## config.mk

```make
export PLATFORM = sky130hd
export DESIGN_NAME = binary_expression_parser_flat
export DESIGN_NICKNAME = d
export VERILOG_FILES = /design/src/design/bep_pkg.sv /design/src/design/bep_char_if.sv /design/src/design/bep_result_if.sv /design/src/design/binary_expression_parser.sv /design/src/flat_wrapper.sv
export SDC_FILE = /design/constraint.sdc
export NUM_CORES = 1
export LEC_CHECK = 0
export BUFFER_PORTS_ARGS = -buffer_cell sky130_fd_sc_hd__buf_2
export CAP_MARGIN = 20
export CORE_UTILIZATION = 62
export CTS_CLUSTER_DIAMETER = 200
export DETAILED_ROUTE_END_ITERATION = 6
export GPL_TIMING_DRIVEN = 0
export PLACE_DENSITY = 0.82
export SLEW_MARGIN = 20
export SYNTH_ARGS = -nofsm -noshare
export SYNTH_HDL_FRONTEND = slang
export SYNTH_SLANG_ARGS = --single-unit
```

## constraint.sdc

```tcl
create_clock -name i_clk -period 5.89 [get_ports i_clk]
set_input_delay 0.8835 -clock i_clk [delete_from_list [all_inputs] [get_ports i_clk]]
set_output_delay 0.8835 -clock i_clk [all_outputs]
set_load 0.1 [all_outputs]
```

## src/design/bep_pkg.sv

```systemverilog
package bep_pkg;

    // character width of one input item
    localparam int CHAR_BITS = 8;

    // character codes
    localparam logic [CHAR_BITS-1:0] CH_NUL   = 8'h00;
    localparam logic [CHAR_BITS-1:0] CH_NL    = 8'h0A;
    localparam logic [CHAR_BITS-1:0] CH_SPACE = 8'h20;
    localparam logic [CHAR_BITS-1:0] CH_PLUS  = 8'h2B;
    localparam logic [CHAR_BITS-1:0] CH_MINUS = 8'h2D;
    localparam logic [CHAR_BITS-1:0] CH_STAR  = 8'h2A;
    localparam logic [CHAR_BITS-1:0] CH_SLASH = 8'h2F;
    localparam logic [CHAR_BITS-1:0] CH_ZERO  = 8'h30;
    localparam logic [CHAR_BITS-1:0] CH_NINE  = 8'h39;

    // operation codes
    typedef logic [1:0] t_op;
    localparam t_op OP_ADD = 2'd0;
    localparam t_op OP_SUB = 2'd1;
    localparam t_op OP_MUL = 2'd2;
    localparam t_op OP_DIV = 2'd3;

    // status codes
    typedef logic [2:0] t_status;
    localparam t_status ST_OK          = 3'd0;
    localparam t_status ST_NO_NUMBER   = 3'd1;
    localparam t_status ST_BAD_OP      = 3'd2;
    localparam t_status ST_BAD_CHAR    = 3'd3;
    localparam t_status ST_LEFT_RANGE  = 3'd4;
    localparam t_status ST_RIGHT_RANGE = 3'd5;

    // parse phase, one-hot
    typedef enum logic [2:0] {
        PH_FIRST  = 3'b001,
        PH_OPER   = 3'b010,
        PH_SECOND = 3'b100
    } t_phase;

endpackage

```

## src/design/bep_char_if.sv

```systemverilog
interface bep_char_if
    import bep_pkg::*;
();
    logic                 valid;
    logic                 ready;
    logic [CHAR_BITS-1:0] char_code;

    modport source (output valid, output char_code, input ready);
    modport sink (input valid, input char_code, output ready);
endinterface

```

## src/design/bep_result_if.sv

```systemverilog
interface bep_result_if
    import bep_pkg::*;
#(
    parameter int VALUE_BITS = 32
) ();
    logic                         valid;
    logic                         ready;
    t_op                          operation;
    logic signed [VALUE_BITS-1:0] left_value;
    logic signed [VALUE_BITS-1:0] right_value;
    t_status                      status;

    modport source (
        output valid, output operation, output left_value, output right_value,
        output status, input ready
    );
    modport sink (
        input valid, input operation, input left_value, input right_value,
        input status, output ready
    );
endinterface

```

## src/design/binary_expression_parser.sv

```systemverilog
// Line parser for "number op number", one character per item.
// Items pass the input register; a terminator then waits for a free result slot.
// Throughput: one item per cycle save that wait; the parse state update (compare
// plus a shift-add multiply-by-ten accumulate) is a single registered step.
// Reset (i_rst_n low, synchronous) empties both stages and returns to line start.
module binary_expression_parser
    import bep_pkg::*;
#(
    parameter int VALUE_BITS = 32
) (
    input  logic                i_clk,
    input  logic                i_rst_n,
    bep_char_if.sink            i_char,
    bep_result_if.source        o_res
);

    localparam int MAG_W = VALUE_BITS + 1;
    localparam int PROD_W = MAG_W + 4;
    localparam logic [MAG_W-1:0] HALF_RANGE = {2'b01, {(VALUE_BITS-1){1'b0}}};
    localparam logic [MAG_W-1:0] MAG_CAP = HALF_RANGE + MAG_W'(1);

    // mag * 10 + digit, saturating at the cap
    function automatic logic [MAG_W-1:0] f_acc(input logic [MAG_W-1:0] mag,
                                               input logic [3:0] digit);
        logic [PROD_W-1:0] prod;
        prod = ({4'b0, mag} << 3) + ({4'b0, mag} << 1) + {{MAG_W{1'b0}}, digit};
        if (prod > {4'b0, MAG_CAP}) begin
            return MAG_CAP;
        end
        return prod[MAG_W-1:0];
    endfunction

    function automatic logic f_in_range(input logic [MAG_W-1:0] mag, input logic neg);
        return neg ? (mag <= HALF_RANGE) : (mag < HALF_RANGE);
    endfunction

    function automatic logic [VALUE_BITS-1:0] f_value(input logic [MAG_W-1:0] mag,
                                                      input logic neg);
        logic [MAG_W-1:0] v;
        v = neg ? (MAG_W'(0) - mag) : mag;
        return v[VALUE_BITS-1:0];
    endfunction

    // input stage
    logic                 r_in_valid;
    logic [CHAR_BITS-1:0] r_char;

    // parse state
    t_phase           r_phase, n_phase;
    logic             r_at_start, n_at_start;
    t_status          r_err, n_err;
    logic [MAG_W-1:0] r_lmag, n_lmag;
    logic             r_lneg, n_lneg;
    logic             r_lhas, n_lhas;
    logic [MAG_W-1:0] r_rmag, n_rmag;
    logic             r_rneg, n_rneg;
    logic             r_rhas, n_rhas;
    t_op              r_op, n_op;

    // result stage
    logic                  r_res_valid;
    t_op                   r_res_op, n_res_op;
    logic [VALUE_BITS-1:0] r_res_left, n_res_left;
    logic [VALUE_BITS-1:0] r_res_right, n_res_right;
    t_status               r_res_status, n_res_status;

    logic w_term, w_digit, w_fire, w_res_free, w_op_hit;
    t_op  w_op_code;

    // character classes
    assign w_term  = (r_char == CH_NL) || (r_char == CH_NUL);
    assign w_digit = (r_char >= CH_ZERO) && (r_char <= CH_NINE);

    always_comb begin
        w_op_hit  = 1'b1;
        w_op_code = OP_ADD;
        case (r_char)
            CH_PLUS:  w_op_code = OP_ADD;
            CH_MINUS: w_op_code = OP_SUB;
            CH_STAR:  w_op_code = OP_MUL;
            CH_SLASH: w_op_code = OP_DIV;
            default:  w_op_hit  = 1'b0;
        endcase
    end

    // handshake: a terminator item waits for a free result slot
    assign w_res_free  = !r_res_valid || o_res.ready;
    assign w_fire      = r_in_valid && (!w_term || w_res_free);
    assign i_char.ready = !r_in_valid || w_fire;

    // next parse state and result
    always_comb begin
        t_status st;
        n_phase    = r_phase;
        n_at_start = r_at_start;
        n_err      = r_err;
        n_lmag     = r_lmag;
        n_lneg     = r_lneg;
        n_lhas     = r_lhas;
        n_rmag     = r_rmag;
        n_rneg     = r_rneg;
        n_rhas     = r_rhas;
        n_op       = r_op;
        st         = r_err;
        n_res_op     = OP_ADD;
        n_res_left   = '0;
        n_res_right  = '0;
        n_res_status = ST_OK;
        if (w_term) begin
            if (st == ST_OK) begin
                if (r_phase == PH_FIRST) begin
                    st = r_at_start ? ST_NO_NUMBER : ST_BAD_OP;
                end else if (r_phase == PH_OPER) begin
                    st = ST_BAD_OP;
                end else if (!f_in_range(r_lmag, r_lneg)) begin
                    st = ST_LEFT_RANGE;
                end else if (!f_in_range(r_rmag, r_rneg)) begin
                    st = ST_RIGHT_RANGE;
                end
            end
            if (st == ST_OK) begin
                n_res_op    = r_op;
                n_res_left  = f_value(r_lmag, r_lneg);
                n_res_right = f_value(r_rmag, r_rneg);
            end
            n_res_status = st;
            // back to line start
            n_phase    = PH_FIRST;
            n_at_start = 1'b1;
            n_err      = ST_OK;
            n_lmag     = '0;
            n_lneg     = 1'b0;
            n_lhas     = 1'b0;
            n_rmag     = '0;
            n_rneg     = 1'b0;
            n_rhas     = 1'b0;
            n_op       = OP_ADD;
        end else if (r_err == ST_OK) begin
            case (r_phase)
                PH_FIRST: begin
                    n_at_start = 1'b0;
                    if (w_digit) begin
                        n_lmag = f_acc(r_lmag, r_char[3:0]);
                        n_lhas = 1'b1;
                    end else if (r_char == CH_MINUS && !r_lhas) begin
                        n_lneg = 1'b1;
                        n_lhas = 1'b1;
                    end else if (r_at_start) begin
                        n_err = ST_NO_NUMBER;
                    end else if (w_op_hit) begin
                        n_op    = w_op_code;
                        n_phase = PH_SECOND;
                    end else if (r_char == CH_SPACE) begin
                        n_phase = PH_OPER;
                    end else begin
                        n_phase = PH_OPER;
                        n_err   = ST_BAD_OP;
                    end
                end
                PH_OPER: begin
                    if (w_op_hit) begin
                        n_op    = w_op_code;
                        n_phase = PH_SECOND;
                    end else if (r_char != CH_SPACE) begin
                        n_err = ST_BAD_OP;
                    end
                end
                PH_SECOND: begin
                    if (w_digit) begin
                        n_rmag = f_acc(r_rmag, r_char[3:0]);
                        n_rhas = 1'b1;
                    end else if (r_char == CH_MINUS && !r_rhas) begin
                        n_rneg = 1'b1;
                        n_rhas = 1'b1;
                    end else if (r_char != CH_SPACE) begin
                        n_err = ST_BAD_CHAR;
                    end
                end
                default: begin
                    n_phase = PH_FIRST;
                end
            endcase
        end
    end

    // input register
    always_ff @(posedge i_clk) begin
        if (!i_rst_n) begin
            r_in_valid <= 1'b0;
        end else if (i_char.ready) begin
            r_in_valid <= i_char.valid;
        end
        if (i_char.ready && i_char.valid) begin
            r_char <= i_char.char_code;
        end
    end

    // parse state register
    always_ff @(posedge i_clk) begin
        if (!i_rst_n) begin
            r_phase    <= PH_FIRST;
            r_at_start <= 1'b1;
            r_err      <= ST_OK;
            r_lmag     <= '0;
            r_lneg     <= 1'b0;
            r_lhas     <= 1'b0;
            r_rmag     <= '0;
            r_rneg     <= 1'b0;
            r_rhas     <= 1'b0;
            r_op       <= OP_ADD;
        end else if (w_fire) begin
            r_phase    <= n_phase;
            r_at_start <= n_at_start;
            r_err      <= n_err;
            r_lmag     <= n_lmag;
            r_lneg     <= n_lneg;
            r_lhas     <= n_lhas;
            r_rmag     <= n_rmag;
            r_rneg     <= n_rneg;
            r_rhas     <= n_rhas;
            r_op       <= n_op;
        end
    end

    // result register
    always_ff @(posedge i_clk) begin
        if (!i_rst_n) begin
            r_res_valid <= 1'b0;
        end else if (w_fire && w_term) begin
            r_res_valid <= 1'b1;
        end else if (o_res.ready) begin
            r_res_valid <= 1'b0;
        end
        if (w_fire && w_term) begin
            r_res_op     <= n_res_op;
            r_res_left   <= n_res_left;
            r_res_right  <= n_res_right;
            r_res_status <= n_res_status;
        end
    end

    assign o_res.valid       = r_res_valid;
    assign o_res.operation   = r_res_op;
    assign o_res.left_value  = r_res_left;
    assign o_res.right_value = r_res_right;
    assign o_res.status      = r_res_status;

`ifndef SYNTHESIS
    // a line end always lands in the result register
    a_term_loads: assert property (@(posedge i_clk) disable iff (!i_rst_n)
        (w_fire && w_term) |=> r_res_valid)
        else $error("line end did not produce a result");

    // failed lines carry zero fields
    a_err_zero: assert property (@(posedge i_clk) disable iff (!i_rst_n)
        (r_res_valid && r_res_status != ST_OK) |->
        (r_res_op == OP_ADD && r_res_left == '0 && r_res_right == '0))
        else $error("error result with nonzero fields");

    // a line end restores line-start state
    a_line_clear: assert property (@(posedge i_clk) disable iff (!i_rst_n)
        (w_fire && w_term) |=>
        (r_at_start && r_phase == PH_FIRST && r_err == ST_OK && !r_lhas && !r_rhas))
        else $error("parse state not cleared after line end");

    // magnitudes saturate at the cap
    a_mag_cap: assert property (@(posedge i_clk) disable iff (!i_rst_n)
        (r_lmag <= MAG_CAP && r_rmag <= MAG_CAP))
        else $error("magnitude above saturation cap");

    // a pending result is held until taken
    a_res_hold: assert property (@(posedge i_clk) disable iff (!i_rst_n)
        (r_res_valid && !o_res.ready) |=> r_res_valid)
        else $error("pending result dropped");
`endif

endmodule
```

## src/flat_wrapper.sv

```systemverilog
// flat-port wrapper written by rule: the top's interface ports become plain ports
module binary_expression_parser_flat import bep_pkg::*;
#(
    parameter int VALUE_BITS = 32
)
  (i_clk, i_rst_n, i_char_valid, i_char_char_code, i_char_ready, o_res_valid, o_res_operation, o_res_left_value, o_res_right_value, o_res_status, o_res_ready);
  bep_char_if i_char_i ();
  bep_result_if #(.VALUE_BITS(VALUE_BITS)) o_res_i ();
  input  logic i_clk;
  input  logic i_rst_n;
  input wire logic [$bits(i_char_i.valid)-1:0] i_char_valid;
  input wire logic [$bits(i_char_i.char_code)-1:0] i_char_char_code;
  output wire logic [$bits(i_char_i.ready)-1:0] i_char_ready;
  output wire logic [$bits(o_res_i.valid)-1:0] o_res_valid;
  output wire logic [$bits(o_res_i.operation)-1:0] o_res_operation;
  output wire logic [$bits(o_res_i.left_value)-1:0] o_res_left_value;
  output wire logic [$bits(o_res_i.right_value)-1:0] o_res_right_value;
  output wire logic [$bits(o_res_i.status)-1:0] o_res_status;
  input wire logic [$bits(o_res_i.ready)-1:0] o_res_ready;
  assign i_char_i.valid = i_char_valid;
  assign i_char_i.char_code = i_char_char_code;
  assign i_char_ready = i_char_i.ready;
  assign o_res_valid = o_res_i.valid;
  assign o_res_operation = o_res_i.operation;
  assign o_res_left_value = o_res_i.left_value;
  assign o_res_right_value = o_res_i.right_value;
  assign o_res_status = o_res_i.status;
  assign o_res_i.ready = o_res_ready;
  binary_expression_parser #(.VALUE_BITS(VALUE_BITS)) u_core (.i_clk(i_clk), .i_rst_n(i_rst_n), .i_char(i_char_i), .o_res(o_res_i));
endmodule
```

Word level (Yosys, flattened, before mapping):

Index checks and enable logic that the tools add are counted.

* word-level logic and storage cells: 181
* RAM bits: 0
* output and inout bits: 71
* memories kept: 0
* memory bits (read-only): 0
* flip-flop bits (word level): 158
* bits in latches: 0

* bitwise logic cells: 0
* reductions and logical operators: 41
* multipliers: 0
* shifts and indexed selects: 0
* add/sub/neg operators: 6
* divide/modulo/power cells: 0
* eq/ne operators: 23
* $lt $le $gt $ge: 8
* muxes and demuxes: 86

Operators with widths (count)
* $mux W33: 12
* $mux W3: 25
* $add A36 B34 Y37: 2
* $add A37 B4 Y37: 2
* $gt A37 B32 Y1 const B: 2
* $le A33 B32 Y1 const B: 2
* $lt A33 B32 Y1 const B: 2
* $mux W32: 2
* $sub A1 B32 Y32 const A: 2
* $eq A8 B6 Y1 const B: 5
* $mux W1: 36
* $ne A3 B2 Y1 const B: 6
* $pmux W3 S3: 2
* $reduce_and A4 Y1: 4
* $mux W2: 7
* $reduce_bool A2 Y1: 7
* $reduce_and A12 Y1: 1
* $reduce_and A5 Y1: 2
* $reduce_bool A3 Y1: 3
* $eq A8 B4 Y1 const B: 1
* $ge A8 B6 Y1 const B: 1
* $le A8 B6 Y1 const B: 1
* $logic_not A8 Y1: 1
* $ne A4 B2 Y1 const B: 2
* 19 further kinds: 34

Longest topological paths before layout:

* word-level depth: 13
* mapped depth: 16
* depth with buffers taken out: 14

Worst setup path after synthesis:

Ideal clock, no wire load.

* path kind: reg2reg
* start point: register u_core.r_char[1]
* end point: register u_core.r_res_left[0], in the netlist u_core.o_res.left_value[0] (enable)
* arrival time: 4.136 ns
* required time: 5.393 ns
* setup time: 0.497 ns
* clock period less this slack: 4.632 ns
* path buffers: 1
* cell stages (with the launch flop): 6
* slack: 1.258 ns
* path through: edfxtp_1 > xnor2_1 > and4_1 > clkbuf_1 > nand2_1 > nor2_1

* longest elaborated chain between the ends: 6
* elaborated cells between the ends (all ways): 7
* those cells by class: eq/ne: 1; reduce/logical: 6

RTL lines
* from (decl): RTL line binary_expression_parser.sv:46 `logic [CHAR_BITS-1:0] r_char;`
* from (signal assigned): RTL line binary_expression_parser.sv:194 `r_char <= i_char.char_code;`
* $eq A8 B4 Y1 or $logic_not A8 Y1 (tied branches): RTL line binary_expression_parser.sv:71 `assign w_term = (r_char == CH_NL) || (r_char == CH_NUL);`
* $logic_or A1 B1 Y1 (*): RTL line binary_expression_parser.sv:71
* $logic_not A1 Y1: RTL line binary_expression_parser.sv:88 `assign w_fire = r_in_valid && (!w_term || w_res_free);`
* $logic_or A1 B1 Y1: RTL line binary_expression_parser.sv:88
* $logic_and A1 B1 Y1: RTL line binary_expression_parser.sv:88
* $logic_and A1 B1 Y1 (*): RTL line binary_expression_parser.sv:234 `if (w_fire && w_term) begin`
* to (signal assigned): RTL line binary_expression_parser.sv:236 `r_res_left <= n_res_left;`
* to (decl): RTL line binary_expression_parser.sv:63 `logic [VALUE_BITS-1:0] r_res_left, n_res_left;`

Every way passes the cells marked *; elsewhere a longest branch is shown, timed or not.
A chain may end at the register's enable or synchronous reset.

Worst setup path after layout:

* start point: register u_core.r_char[3]
* end point: register u_core.r_lmag[27]

* longest elaborated chain between the ends: 12
* elaborated cells between the ends (all ways): 25
* those cells by class: add/sub: 1; order compare: 3; eq/ne: 1; mux: 10; reduce/logical: 10

RTL lines
* $add A37 B4 Y37: RTL line binary_expression_parser.sv:26 `prod = ({4'b0, mag} << 3) + ({4'b0, mag} << 1) + {{MAG_W{1'b0}}, digit};`
* $gt A37 B32 Y1: RTL line binary_expression_parser.sv:27 `if (prod > {4'b0, MAG_CAP}) begin`
* $mux W1: RTL line binary_expression_parser.sv:27
* $mux W1: RTL line binary_expression_parser.sv:142 `if (w_digit) begin`
* $mux W1: RTL line binary_expression_parser.sv:139 `case (r_phase)`
* $mux W1: RTL line binary_expression_parser.sv:138 `end else if (r_err == ST_OK) begin`
* $mux W1: RTL line binary_expression_parser.sv:109 `if (w_term) begin`
* $mux W33: RTL line binary_expression_parser.sv:30 `return prod[MAG_W-1:0];`
* $mux W33: RTL line binary_expression_parser.sv:142
* $mux W33: RTL line binary_expression_parser.sv:139
* $mux W33: RTL line binary_expression_parser.sv:138
* $mux W33: RTL line binary_expression_parser.sv:109
* to (signal assigned): RTL line binary_expression_parser.sv:215 `r_lmag <= n_lmag;`
* to (decl): RTL line binary_expression_parser.sv:52 `logic [MAG_W-1:0] r_lmag, n_lmag;`

Several ways; a longest one is shown, not always the timed one. The select of a mux whose other input is x is not followed.

==> run_results.csv <==
group,metric,value,unit
critical_path,crit_fanout,10,
clocking,ctsLongestPathBuffers,2,
critical_path,path_class,"flop to flop",
timing,hold_viol_final,0,
logic_synthesis,yosysWarningCount,0,
job,max-cap-violations,0,
final_layout,final_core_util,0.714,
timing,setup_viol,0,
critical_path,cp.arrival,5.83,ns
floorplan,die-area,0.0195,sq mm
final_layout,syn_to_final_growth,11.3,%
floorplan,design.portCount,83,
critical_path,startpoint_type,"flop",
detailed_routing,wl_per_cell,17.9,microns
power,finalPower,2320,uW
logic_synthesis,synth.distinct_cells,64,
timing,whs,0.478,ns
power,p_per_area,178,mW/mm^2
detailed_routing,vias,10600,
grt,antenna_found_initial,0,
logic_synthesis,syn_nets,1505,
logic_synthesis,ys_seq_area_frac,0.334,
grt,grt-ovfl-total,0,
detailed_routing,ant_nets,0,
final_layout,regArea,0.00391,sq mm
final_layout,fill_cells,1454,
clocking,cts_root_buf,"clkbuf_16",
floorplan,core_area,0.0183,sq mm
detailed_routing,drtIter0Drc,827,
placement,place_hpwl,23.7,mm
clocking,cts.repair.resized,0,
detailed_routing,met2WireLength,15.1,mm
grt,grt_pass1_vias,10300,
logic_synthesis,synth_edf_count,77,
placement,gp_congestion,0.971,
timing,worst_pin_slew,1.02,ns
logic_synthesis,async_flop_share,0,
clocking,postCtsSetupBuffers,0,
logic_synthesis,ys_ff_latch,157,
logic_synthesis,synth_area,0.0117,sq mm
grt,grt_pass1_wl,49.6,mm
hold_path,hold_path_class,"flop to flop",
logic_synthesis,ys.flop_type,"dfxtp_1",
logic_synthesis,syn_area_per_cell,8.63,sq um
power,peakVddDrop,0.000203,V
timing,max_clock_freq,180,MHz
clocking,htree_levels,4,
floorplan,die_w,139,microns
logic_synthesis,netlist_instances,1357,
clocking,cts_tree,"built",
critical_path,worst-endpoint-required,6.18,ns
final_layout,fin_nets,1608,
detailed_routing,drt-met1-wl,12.5,mm
timing,max_slew_margin,0.300,
outcome,status,"complete, no violations",
detailed_routing,finalWirelength,30.5,mm
clocking,clock_sinks,157,
clocking,clk_pin_slew,0.06,ns
detailed_routing,drc,0,
clocking,clk_latency,0.44,ns
final_layout,post_route_cells_drive_above_1_share,0.0889,
detailed_routing,firstDrtPassIters,7,
detailed_routing,via_per_inst,6.25,
timing,finalCriticalPeriod,5.54,ns
placement,portBuffers,82,
floorplan,num_rows,49,
power,p_leak,0.00569,uW
detailed_routing,dr_wl_met3,1.51,mm
floorplan,initial_core_util,0.641,
final_layout,multi_input_area,0.00739,sq mm
grt,grt_max_degree,30,
final_layout,antennaDiodeCount,0,
clocking,cts_made_buffers,17,
critical_path,end_kind,"flop",
grt,track_usage,0.319,
timing,slew_viol_final,0,
floorplan,die_h,139,microns
detailed_routing,maxUsedRoutingLayer,"met4",
timing,skew,0.00845,ns
timing,period_share,0.941,
clocking,cts_hold_buf,0,
timing,rsz0062_at_grt,"no",
[sequential cells by signal, summed over array words and instances, names as in the netlist, 3 cells and up]
signal and cells:
u_core.r_lmag 33, u_core.r_rmag 33, u_core.o_res.left_value 32, u_core.o_res.right_value 32, u_core.r_char 8, u_core.o_res.status 3
u_core.r_phase 3
[where the power goes]
group	switching [uW]	leakage, uW	internal (uW)
Clock	484	0.000289	602
Sequential	10.8	0.00135	1140
Combinational	50.3	0.00405	25.4
[cell type report]
| cell class | count | area share |
|---|---|---|
| Clock buffer | 18 | 0.0337 |
| Tap cell | 229 | 0.0220 |
| Timing Repair Buffer | 84 | 0.0351 |
| Sequential cell | 157 | 0.300 |
| Multi-Input combinational cell | 1098 | 0.567 |
| Inverter | 43 | 0.0124 |
| Buffer | 59 | 0.0200 |
| Clock inverter | 14 | 0.0104 |
[placed cells by master, fill, tap and decap left out, drive strengths merged, types with 16 or more instances in the layout]
| cell type | n |
|---|---|
| ha | 132 |
| xor2 | 86 |
| a21o | 24 |
| or3 | 21 |
| dfxtp | 80 |
| o21ai | 98 |
| nand3 | 49 |
| nor2b | 17 |
| clkbuf | 67 |
| edfxtp | 77 |
| o21bai | 16 |
| o31ai | 48 |
| xnor2 | 36 |
| a21oi | 88 |
| inv | 49 |
| buf | 94 |
| nor2 | 133 |
| nand4 | 26 |
| nand2 | 150 |
[critical path: stages (launching register included)]
cell	delay (ns)
edfxtp_1	0.48
inv_1	0.22
fa_1	0.44
inv_1	0.12
fa_1	0.24
a211oi_1	0.12
o31ai_1	0.60
nand3_1	0.29
o41ai_1	0.75
o311ai_0	0.36
nand3_1	0.17
nand2_1	0.09
and3_1	0.19
nand3_1	0.10
clkbuf_1	0.43
clkbuf_1	0.61
o21ai_0	0.20
[synth_stat cells, types with 3 or more instances]
library cell / n / area share
o21bai_1: 16 / 0.010
o21ai_0: 97 / 0.041
and2_1: 9 / 0.0048
nor3_1: 14 / 0.0060
a21oi_1: 87 / 0.037
nor4b_1: 3 / 0.0022
a21boi_0: 6 / 0.0038
fa_1: 4 / 0.0068
o41ai_1: 15 / 0.011
a31oi_1: 15 / 0.0080
nand2b_1: 8 / 0.0043
o21a_1: 8 / 0.0051
nor4_1: 8 / 0.0043
a211oi_1: 7 / 0.0045
a21o_1: 24 / 0.015
xor2_1: 86 / 0.064
nand4_1: 26 / 0.014
buf_1: 4 / 0.0013
buf_6: 5 / 0.0048
nor2b_1: 17 / 0.0091
o31ai_1: 48 / 0.031
nor2_1: 133 / 0.043
or4_1: 9 / 0.0058
nand2_1: 150 / 0.048
a221o_1: 3 / 0.0026
nand3_1: 49 / 0.021
dfxtp_1: 80 / 0.14
a221oi_1: 4 / 0.0030
o211ai_1: 9 / 0.0058
and4_1: 3 / 0.0022
xnor2_1: 36 / 0.027
edfxtp_1: 77 / 0.20
and3_1: 13 / 0.0069
clkbuf_1: 49 / 0.016
mux2i_1: 6 / 0.0051
ha_1: 132 / 0.14
inv_1: 43 / 0.014
or3_1: 20 / 0.011
[layer usage]
layer	GRT usage	vias to the layer above
li1	-	5196
met1	0.369	4980
met2	0.566	375
met3	0.0468	94
met4	0.178	0
met5	0	-
[logic make-up after synthesis]
| kind of cell | count (synthesis) | share of synthesized area |
|---|---|---|
| AOI/OAI and AO/OA | 361 | 0.196 |
| xor gates and xnor gates | 122 | 0.0912 |
| adders and majority gates | 136 | 0.148 |
| buffers and inverters | 102 | 0.0360 |
| DFF | 157 | 0.334 |
| muxes | 6 | 0.00513 |
| and+or+nand+nor | 473 | 0.190 |
[final timing paths]
kind | from | to | slack [ns] | cells past startpoint
setup / recovery | u_core.r_char[3]$_DFFE_PP_ | u_core.r_lmag[27]$_SDFFE_PN0P_ | 0.35 | 16
hold reg to reg | u_core.r_lhas$_SDFFE_PN0P_ | u_core.r_lhas$_SDFFE_PN0P_ | 0.48 | 2
setup reg to reg | u_core.r_char[3]$_DFFE_PP_ | u_core.r_lmag[27]$_SDFFE_PN0P_ | 0.35 | 16
hold / removal | u_core.r_lhas$_SDFFE_PN0P_ | u_core.r_lhas$_SDFFE_PN0P_ | 0.48 | 2
[through the flow]
step | instance area [sq um] | setup TNS, ns | std cells | worst slack (ns)
final | 13000 | 0 | 1702 | 0.346
after CTS | 13000 | 0 | 1702 | 0.515
after global placement | 12400 | -17.59 | 1668 | -0.261
after floorplan | 11700 | 0 | 1357 | 1.26
after global routing | 13000 | 0 | 1702 | 0.174
after detailed placement | 12500 | 0 | 1670 | 0.554
Note: power is estimated with default switching activity, not from simulation.
